[src/deq_pkg.sv]
// Shared constants and types for the double-ended queue.
package deq_pkg;

	localparam int DEPTH_DEF = 16;

	localparam int CMD_W    = 3;
	localparam int WORD_W   = 64;
	localparam int STATUS_W = 2;

	localparam logic [CMD_W-1:0] CMD_PUSH_FRONT = 3'd0;
	localparam logic [CMD_W-1:0] CMD_PUSH_BACK  = 3'd1;
	localparam logic [CMD_W-1:0] CMD_PEEK_FRONT = 3'd2;
	localparam logic [CMD_W-1:0] CMD_PEEK_BACK  = 3'd3;
	localparam logic [CMD_W-1:0] CMD_POP_FRONT  = 3'd4;
	localparam logic [CMD_W-1:0] CMD_POP_BACK   = 3'd5;

	localparam logic [STATUS_W-1:0] ST_OK    = 2'd0;
	localparam logic [STATUS_W-1:0] ST_EMPTY = 2'd1;
	localparam logic [STATUS_W-1:0] ST_FULL  = 2'd2;

	// Decision made by the pointer logic for one accepted beat.
	typedef struct packed {
		logic                wr_en;   // store value at addr
		logic                rd_ok;   // successful peek/pop, data comes from addr
		logic [STATUS_W-1:0] status;
	} deq_op_t;

endpackage

[src/deq_if.sv]
// Request and response channel interfaces of the double-ended queue.
interface deq_req_if;
	logic                         valid;
	logic                         ready;
	logic [deq_pkg::CMD_W-1:0]    cmd;
	logic signed [deq_pkg::WORD_W-1:0] value;

	modport source (output valid, output cmd, output value, input ready);
	modport sink   (input valid, input cmd, input value, output ready);
endinterface

interface deq_rsp_if;
	logic                            valid;
	logic                            ready;
	logic signed [deq_pkg::WORD_W-1:0] data;
	logic [deq_pkg::STATUS_W-1:0]    status;

	modport source (output valid, output data, output status, input ready);
	modport sink   (input valid, input data, input status, output ready);
endinterface

[src/deq_ctrl.sv]
// Head and fill pointers of the ring; picks the entry address for each beat.
module deq_ctrl #(
	parameter int DEPTH = deq_pkg::DEPTH_DEF
) (
	input  logic                        clk,
	input  logic                        arst_n,
	input  logic                        accept,
	input  logic [deq_pkg::CMD_W-1:0]   cmd,
	output logic [$clog2(DEPTH)-1:0]    addr,
	output deq_pkg::deq_op_t            op
);
	import deq_pkg::*;

	localparam int AW = $clog2(DEPTH);
	localparam int CW = $clog2(DEPTH + 1);
	localparam int SW = AW + 1;

	logic [AW-1:0] head_q;
	logic [CW-1:0] count_q;

	logic          empty, full;
	logic [AW-1:0] head_inc, head_dec, tail_pos, last_pos;
	logic [SW-1:0] sum_tail, sum_last;
	logic [AW-1:0] head_d;
	logic [CW-1:0] count_d;

	assign empty = (count_q == '0);
	assign full  = (count_q == CW'(DEPTH));

	assign head_inc = (head_q == AW'(DEPTH - 1)) ? '0 : head_q + 1'b1;
	assign head_dec = (head_q == '0) ? AW'(DEPTH - 1) : head_q - 1'b1;

	// head + count and head + count - 1 stay below twice DEPTH
	assign sum_tail = SW'(head_q) + SW'(count_q);
	assign sum_last = sum_tail - 1'b1;
	assign tail_pos = (sum_tail >= SW'(DEPTH)) ? AW'(sum_tail - SW'(DEPTH)) : AW'(sum_tail);
	assign last_pos = (sum_last >= SW'(DEPTH)) ? AW'(sum_last - SW'(DEPTH)) : AW'(sum_last);

	always_comb begin
		op      = '{wr_en: 1'b0, rd_ok: 1'b0, status: ST_OK};
		addr    = head_q;
		head_d  = head_q;
		count_d = count_q;
		case (cmd)
			CMD_PUSH_FRONT: begin
				if (full) begin
					op.status = ST_FULL;
				end else begin
					op.wr_en = 1'b1;
					addr     = head_dec;
					head_d   = head_dec;
					count_d  = count_q + 1'b1;
				end
			end
			CMD_PUSH_BACK: begin
				if (full) begin
					op.status = ST_FULL;
				end else begin
					op.wr_en = 1'b1;
					addr     = tail_pos;
					count_d  = count_q + 1'b1;
				end
			end
			CMD_PEEK_FRONT, CMD_POP_FRONT: begin
				if (empty) begin
					op.status = ST_EMPTY;
				end else begin
					op.rd_ok = 1'b1;
					addr     = head_q;
					if (cmd == CMD_POP_FRONT) begin
						head_d  = head_inc;
						count_d = count_q - 1'b1;
					end
				end
			end
			CMD_PEEK_BACK, CMD_POP_BACK: begin
				if (empty) begin
					op.status = ST_EMPTY;
				end else begin
					op.rd_ok = 1'b1;
					addr     = last_pos;
					if (cmd == CMD_POP_BACK) begin
						count_d = count_q - 1'b1;
					end
				end
			end
			default: begin
			end
		endcase
	end

	always_ff @(posedge clk or negedge arst_n) begin
		if (!arst_n) begin
			head_q  <= '0;
			count_q <= '0;
		end else if (accept) begin
			head_q  <= head_d;
			count_q <= count_d;
		end
	end

endmodule

[src/double_ended_queue_core.sv]
// Top level of the double-ended queue: entry memory, read stage and response register.
//
//  channel | dir | beat fields
//  --------+-----+------------------------------
//  req     | in  | cmd[2:0], value[63:0] signed
//  rsp     | out | data[63:0] signed, status[1:0]
//
// One command per cycle sustained while rsp is not stalled; each beat passes through the
// entry memory read (registered) then the response register.
// Pointers update at acceptance, so back-to-back commands see each other.
// Reset clears head and fill count at once; entries are not cleared.
// A stalled rsp holds the response register, then the read stage, then req.
module double_ended_queue_core #(
	parameter int DEPTH = deq_pkg::DEPTH_DEF
) (
	input logic        clk,
	input logic        arst_n,
	deq_req_if.sink    req,
	deq_rsp_if.source  rsp
);
	import deq_pkg::*;

	localparam int AW = $clog2(DEPTH);

	logic [WORD_W-1:0] mem [DEPTH];

	logic          accept;
	logic [AW-1:0] addr;
	deq_op_t       op;

	logic                v_s1;
	logic                rd_ok_s1;
	logic [STATUS_W-1:0] status_s1;
	logic [WORD_W-1:0]   rdata_s1;

	logic                v_q;
	logic [WORD_W-1:0]   data_q;
	logic [STATUS_W-1:0] status_q;

	logic adv_s1;

	assign adv_s1    = v_s1 && (!v_q || rsp.ready);
	assign req.ready = !v_s1 || adv_s1;
	assign accept    = req.valid && req.ready;

	deq_ctrl #(.DEPTH(DEPTH)) u_ctrl (
		.clk    (clk),
		.arst_n (arst_n),
		.accept (accept),
		.cmd    (req.cmd),
		.addr   (addr),
		.op     (op)
	);

	// one access per beat, so a read never meets a write to the same entry
	always_ff @(posedge clk) begin
		if (accept && op.wr_en) begin
			mem[addr] <= req.value;
		end
		if (accept && op.rd_ok) begin
			rdata_s1 <= mem[addr];
		end
	end

	always_ff @(posedge clk or negedge arst_n) begin
		if (!arst_n) begin
			v_s1 <= 1'b0;
		end else if (req.ready) begin
			v_s1 <= req.valid;
		end
	end

	always_ff @(posedge clk) begin
		if (accept) begin
			rd_ok_s1  <= op.rd_ok;
			status_s1 <= op.status;
		end
	end

	always_ff @(posedge clk or negedge arst_n) begin
		if (!arst_n) begin
			v_q <= 1'b0;
		end else if (!v_q || rsp.ready) begin
			v_q <= v_s1;
		end
	end

	always_ff @(posedge clk) begin
		if (adv_s1) begin
			data_q   <= rd_ok_s1 ? rdata_s1 : '0;
			status_q <= status_s1;
		end
	end

	assign rsp.valid  = v_q;
	assign rsp.data   = data_q;
	assign rsp.status = status_q;

endmodule

[src/flat_wrapper.sv]
// flat-port wrapper written by rule: the top's interface ports become plain ports
module double_ended_queue_core_flat import deq_pkg::*;
#(
	parameter int DEPTH = deq_pkg::DEPTH_DEF
)
  (clk, arst_n, req_valid, req_cmd, req_value, req_ready, rsp_valid, rsp_data, rsp_status, rsp_ready);
  deq_req_if req_i ();
  deq_rsp_if rsp_i ();
  input logic clk;
  input logic arst_n;
  input wire logic [$bits(req_i.valid)-1:0] req_valid;
  input wire logic [$bits(req_i.cmd)-1:0] req_cmd;
  input wire logic [$bits(req_i.value)-1:0] req_value;
  output wire logic [$bits(req_i.ready)-1:0] req_ready;
  output wire logic [$bits(rsp_i.valid)-1:0] rsp_valid;
  output wire logic [$bits(rsp_i.data)-1:0] rsp_data;
  output wire logic [$bits(rsp_i.status)-1:0] rsp_status;
  input wire logic [$bits(rsp_i.ready)-1:0] rsp_ready;
  assign req_i.valid = req_valid;
  assign req_i.cmd = req_cmd;
  assign req_i.value = req_value;
  assign req_ready = req_i.ready;
  assign rsp_valid = rsp_i.valid;
  assign rsp_data = rsp_i.data;
  assign rsp_status = rsp_i.status;
  assign rsp_i.ready = rsp_ready;
  double_ended_queue_core #(.DEPTH(DEPTH)) u_core (.clk(clk), .arst_n(arst_n), .req(req_i), .rsp(rsp_i));
endmodule
[config.mk]
export PLATFORM = sky130hd
export DESIGN_NAME = double_ended_queue_core_flat
export DESIGN_NICKNAME = d
export VERILOG_FILES = /design/src/deq_pkg.sv /design/src/deq_if.sv /design/src/deq_ctrl.sv /design/src/double_ended_queue_core.sv /design/src/flat_wrapper.sv
export SDC_FILE = /design/constraint.sdc
export NUM_CORES = 1
export LEC_CHECK = 0
export BUFFER_PORTS_ARGS = -buffer_cell sky130_fd_sc_hd__buf_2
export CORE_UTILIZATION = 30
export CTS_CLUSTER_SIZE = 30
export DETAILED_ROUTE_END_ITERATION = 10
export PLACE_DENSITY = 0.48
export SYNTH_ARGS = -nofsm -noshare
export SYNTH_HDL_FRONTEND = slang
export SYNTH_SLANG_ARGS = --single-unit
[constraint.sdc]
create_clock -name clk -period 15.9 [get_ports clk]
set_input_delay 0.795 -clock clk [delete_from_list [all_inputs] [get_ports clk]]
set_output_delay 0.795 -clock clk [all_outputs]
set_load 0.02 [all_outputs]
Word level (Yosys, flattened, before mapping)
Memories as Yosys holds them, arrays and structs flattened. A register that Yosys moved wholly into a read port is not among the register bits.
Index checks and enable logic that the tools add are counted.

word-level totals
  flip-flop bits (word level) = 80
  memory bits (writable) = 1024
  input port bits = 71
  output and inout bits = 68
  word-level logic and storage cells = 76
  memories kept = 1

memories
  memory      words  width  read ports  clocked after Yosys merged registers in  wr ports  line                           text
  u_core.mem  16     64     1           1                                        1         double_ended_queue_core.sv:25  logic [WORD_W-1:0] mem [DEPTH];

operators by class
  $add $sub $neg = 8
  order comparisons = 2
  equality and inequality tests = 12
  multiplexer cells = 26
  reduce and logical (&&, ||, !) cells = 19

operators by type and width
  operator             number
  $mux 4               9
  $mux 5               5
  $pmux 5 s3           1
  $pmux 4 s3           1
  $sub 4x1->4 const B  3
  $ge 5x5->1 const B   2
  $ne 2x2->1 const B   5
  $sub 5x1->5 const B  2
  $pmux 4 s2           1
  $mux 1               7
  $reduce_and 7->1     1
  $eq 3x2->1 const B   2
  $eq 3x3->1 const B   2
  $reduce_or 2->1      3
  $add 4x5->5          1
  $add 5x1->5 const B  1
  $eq 5x5->1 const B   1
  $logic_not 5->1      1
  $add 4x1->4 const B  1
  $eq 4x4->1 const B   1
  $logic_and 1x1->1    4
  $logic_not 4->1      1
  $pmux 2 s2           1
  $reduce_and 4->1     1
  8 further kinds      10

Logic depth before layout (Yosys ltp)
  word-level depth = 8
  depth in mapped cells = 12
  gate-level depth less buffers = 10

By module
A second synthesis with hierarchy kept.

unflattened totals
  cell total of the unflattened synthesis = 1944
  area, all modules = 44049.7 sq um

modules (own cells, without submodules)
  module                   times used  cells an instance  area an instance (sq um)  sequential area each (sq um)
  double_ended_queue_core  1           1800               42863.6                   34793.4
  deq_ctrl                 1           144                1186.1                    225.2

Worst setup path after synthesis
OpenSTA, ideal clock, no wires.

  path type = reg2reg
  from = reg u_core.u_ctrl.count_q[0]
  to = mem u_core.mem[11][0] (enable)
  library setup time = 0.667 ns
  arrival = 9.160 ns
  data required time = 15.233 ns
  setup slack = 6.073 ns
  stages on the path, launching flop included = 11
  path buffers = 1
  clock period less this slack = 9.827 ns
  cells stage by stage = dfrtp_1 ha_1 fa_1 xor2_1 nor3_1 xnor2_1 xnor2_1 nand3_1 a32oi_1 clkbuf_1 nor4b_1

between the ends
  word-level cells in the longest chain between the ends = 6
  elaborated cells on any way between the ends = 19
  classes of those cells = 4 x add/sub; 2 x order compare; 1 x eq/ne; 10 x mux; 2 x reduce/logical

RTL lines
  element                                             line                                            text
  start: declaration                                  deq_ctrl.sv:19                                  logic [CW-1:0] count_q;
  start signal: assignment                            deq_ctrl.sv:98                                  count_q <= count_d;
  $add 4x5->5 / $eq 5x5->1 (equally long branches)    deq_ctrl.sv:34, deq_ctrl.sv:28
  $sub 5x1->5 / $mux 1 (equally long branches)        deq_ctrl.sv:35, deq_ctrl.sv:46, deq_ctrl.sv:56
  $sub 4x1->4 (tied with other cells)                 deq_ctrl.sv:37                                  assign last_pos = (sum_last >= SW'(DEPTH)) ? AW'(sum_last - SW'(DEPTH)) : AW'(sum_last);
  $mux 4 / $logic_and 1x1->1 (equally long branches)  deq_ctrl.sv:37, double_ended_queue_core.sv:57
  $mux 4 / $mux 1 (equally long branches)             deq_ctrl.sv:77, double_ended_queue_core.sv:57
  $pmux 4 s3 / $mux 1 (equally long branches)         deq_ctrl.sv:44, double_ended_queue_core.sv:58
  end: declaration                                    double_ended_queue_core.sv:25

Several ways; a longest one is shown, not always the timed one.

Worst setup path after layout
  from = reg u_core.u_ctrl.count_q[0]
  to = mem u_core.mem[9][15] (enable)

The elaborated chain is that of the path after synthesis.

==> impl_metrics.tcl <==
set metrics [dict create \
    finalClockSkew_ns 0.0240 \
    ir_worst_vdd_uv 243 \
    yosys_register_bits 1168 \
    row_count 144 \
    path_clk_slew_ns 0.06 \
    ys_seq_area_share_pct 74.7 \
    r2r_end "u_core.mem[9][15]" \
    holdPathEnd "u_core.v_s1" \
    insertion_delay_ns 0.77 \
    synth.area.top_cells "edfxtp_1, a2111oi_0, and3_1" \
    status "completed" \
    antenna_found_initial 33 \
    fin_ws_ns 10.05 \
    setup_viol 0 \
    syn_nets 2993 \
    finalSetupTns_ns 0 \
    core_um2 155000 \
    finalWirelength_um 137000 \
    cts_setup_buffers 0 \
    die-area_um2 158000 \
    reg2reg_depth 12 \
    cp-end-kind "register" \
    yosysTopAreaCell "edfxtp_1" \
    io_pins 139 \
    cp.arrival_ns 6.23 \
    fin_util_pct 34.9 \
    grt_pass1_vias 28000 \
    min_path_cells 2 \
    nNetsFinal 3022 \
    cts_hold_buf 1 \
    cp.required_ns 16.28 \
    cp-start-kind "register" \
    placed_cell_area_um2 49700 \
    fin_area_um2 53900 \
    cap_violations 0 \
    power_per_cell_area_nw_per_um2 202 \
    hold_start "req_valid" \
    viasPerCell 5.48 \
    finalCritPeriodShare_pct 36.8 \
    grt_pass1_wl_um 200000 \
    slew_headroom_pct 17.7 \
    ant_nets 0 \
    syn-cell-area_um2 46900 \
    netlist.area_leader.share_pct 74.1 \
    reg2reg_slack_ns 10.05 \
    gp_congestion 0.755 \
    nFillCells 14700 \
    worst_r2r_startpoint "u_core.u_ctrl.count_q[0]" \
    cts_max_level 4 \
    grt_overflow 0 \
    cts_buffers 132 \
    grt_setup_unrepaired "false" \
    p_total_mw 10.9 \
    synth_edf_count 1157 \
    drt_pass1_iterations 8 \
    hp-class "input port to register" \
    ys.flop_type "edfxtp_1" \
    cts-root-buf "clkbuf_16" \
    yosys_warnings 0 \
    finalMaxSlewViolations 0 \
    syn_inst 2910 \
    die_w_um 397 \
    period_needed_ns 5.85 \
    critical_path_class "register to register" \
    cts.sinks 1168 \
    drive_above_1_share_pct 15.7 \
    worst_slew_pin_slew_ns 1.24 \
    async_flop_share_pct 0.942 \
    port_buffers 138 \
    vias 27900 \
    postSynthAreaPerCell_um2 16.1 \
    wl_per_cell_um 27.0 \
    drc 0 \
    synthToLayoutAreaGrowth_pct 15.0 \
    grtUsageTotal_pct 17.1 \
    drt_iter0_drc 2512 \
    dp_slack_ns 9.83 \
    p_leak_nw 17.3 \
    initial_core_util_pct 30.3 \
    fp.dieH_um 397 \
    dp_hpwl_um 63200 \
    cts_tree "done" \
    grt_max_degree 225 \
    max_freq_ghz 0.171 \
    cts_resized 0 \
    crit_fanout 48 \
    yosysUniqueCellTypes 54 \
    hold_viol 0 \
    clockBufferDepth 3 \
]
registers in the layout, indices dropped and copies added (netlist names):
signal	flops
u_core.mem	1024
u_core.rdata_s1	64
u_core.rsp.data	64
u_core.u_ctrl.count_q	5
u_core.u_ctrl.head_q	4
u_core.rsp.status	2
u_core.status_s1	2
u_core.rd_ok_s1	1
u_core.rsp.valid	1
u_core.v_s1	1
layer usage:
metal | track usage (%) | share of wire, % | vias up
met4 | 5.30 | 2.3 | 26
met3 | 3.98 | 6.2 | 218
met1 | 23.3 | 45 | 14500
met5 | 0 | 0.11 | -
met2 | 26.9 | 47 | 754
li1 | - | - | 12400
through the flow:
stage / std cells / hold slack [ns]
after floorplan: 2910 / 0.400
after global placement: 4848 / 0.436
after detailed placement: 4848 / 0.433
after CTS: 5083 / 0.165
after global routing: 5089 / 0.189
final: 5094 / 0.238
worst max path at each step:
stage | start | end | slack (ns) | cells past startpoint
global placement | req_cmd[0] | u_core.rdata_s1[54] | 9.89 | 11
detailed placement | req_cmd[0] | u_core.rdata_s1[59] | 9.83 | 11
CTS | u_core.u_ctrl.count_q[0] | u_core.mem[9][15] | 9.98 | 12
global route | u_core.u_ctrl.count_q[0] | u_core.mem[9][14] | 9.84 | 12
finish | u_core.u_ctrl.count_q[0] | u_core.mem[9][15] | 10.05 | 12
floorplan | u_core.u_ctrl.count_q[0] | u_core.mem[11][0] | 6.07 | 10
worst max-delay path, stage by stage (launching register included):
cell and delay, ns:
dfrtp_1 0.49, ha_1 0.26, fa_1 0.38, xor2_1 0.28, nor3_1 0.10, xnor2_1 0.20
xnor2_1 0.15, nand3_1 0.14, a32oi_4 0.26, buf_4 0.66, buf_4 0.85, and3_4 0.79
buf_4 0.74
placed cells by master (no fill, tap or decap), types with 6 or more instances in the layout:
master and count:
buf_4 58, a2111oi_0 512, inv_6 6, mux2_2 67, and3_4 7, ha_1 10
clkbuf_1 28, nor2_1 6, diode_2 11, a21oi_1 7, clkinv_1 30, bufinv_16 11
nor4_1 129, dfrtp_1 11, clkbuf_16 134, and3_1 514, clkinv_2 11, inv_1 14
nand2b_1 6, nand2_1 13, buf_2 138, nor3_2 8, o21ai_0 11, edfxtp_1 1157
xnor2_1 10, and2_1 64
synth_stat cells (all sizes together), types with 11 or more instances:
library cell  count
o21ai            12
and2             65
dfrtp            11
a2111oi         512
buf              19
edfxtp         1157
clkbuf          287
nand2            14
mux2             68
inv              14
nor3             11
and3            521
nor4            130
cells by family (layout without fill, tap and decap cells):
logic type,count (synthesis),in the layout,share of synthesized area [%]
compound gates,556,556,10.2
xor+xnor,12,12,0.224
fa+ha+maj,13,13,0.373
buf+inv,320,449,2.61
flops,1168,1168,74.7
mux,69,69,1.65
other cells,0,11,0
simple gates,772,772,10.2
power by group:
part	switching, mW	total (mW)	leakage [nW]	internal (mW)
Clock	1.28	3.03	2.06	1.75
Sequential	0.100	3.80	10.6	3.70
Combinational	2.80	4.08	4.67	1.28
area by class of cell:
class | count | area [µm²] | area share (%)
multi-input cells | 1422 | 10800 | 20.1
clock buffers | 163 | 3470 | 6.44
diodes | 11 | 27.5 | 0.0510
inverters | 14 | 52.6 | 0.0974
flip-flops and latches | 1168 | 35000 | 64.9
clock inverters | 71 | 774 | 1.44
well taps | 2044 | 2560 | 4.74
repair buffers | 201 | 1220 | 2.25
Note: power is estimated with default switching activity, not from simulation.
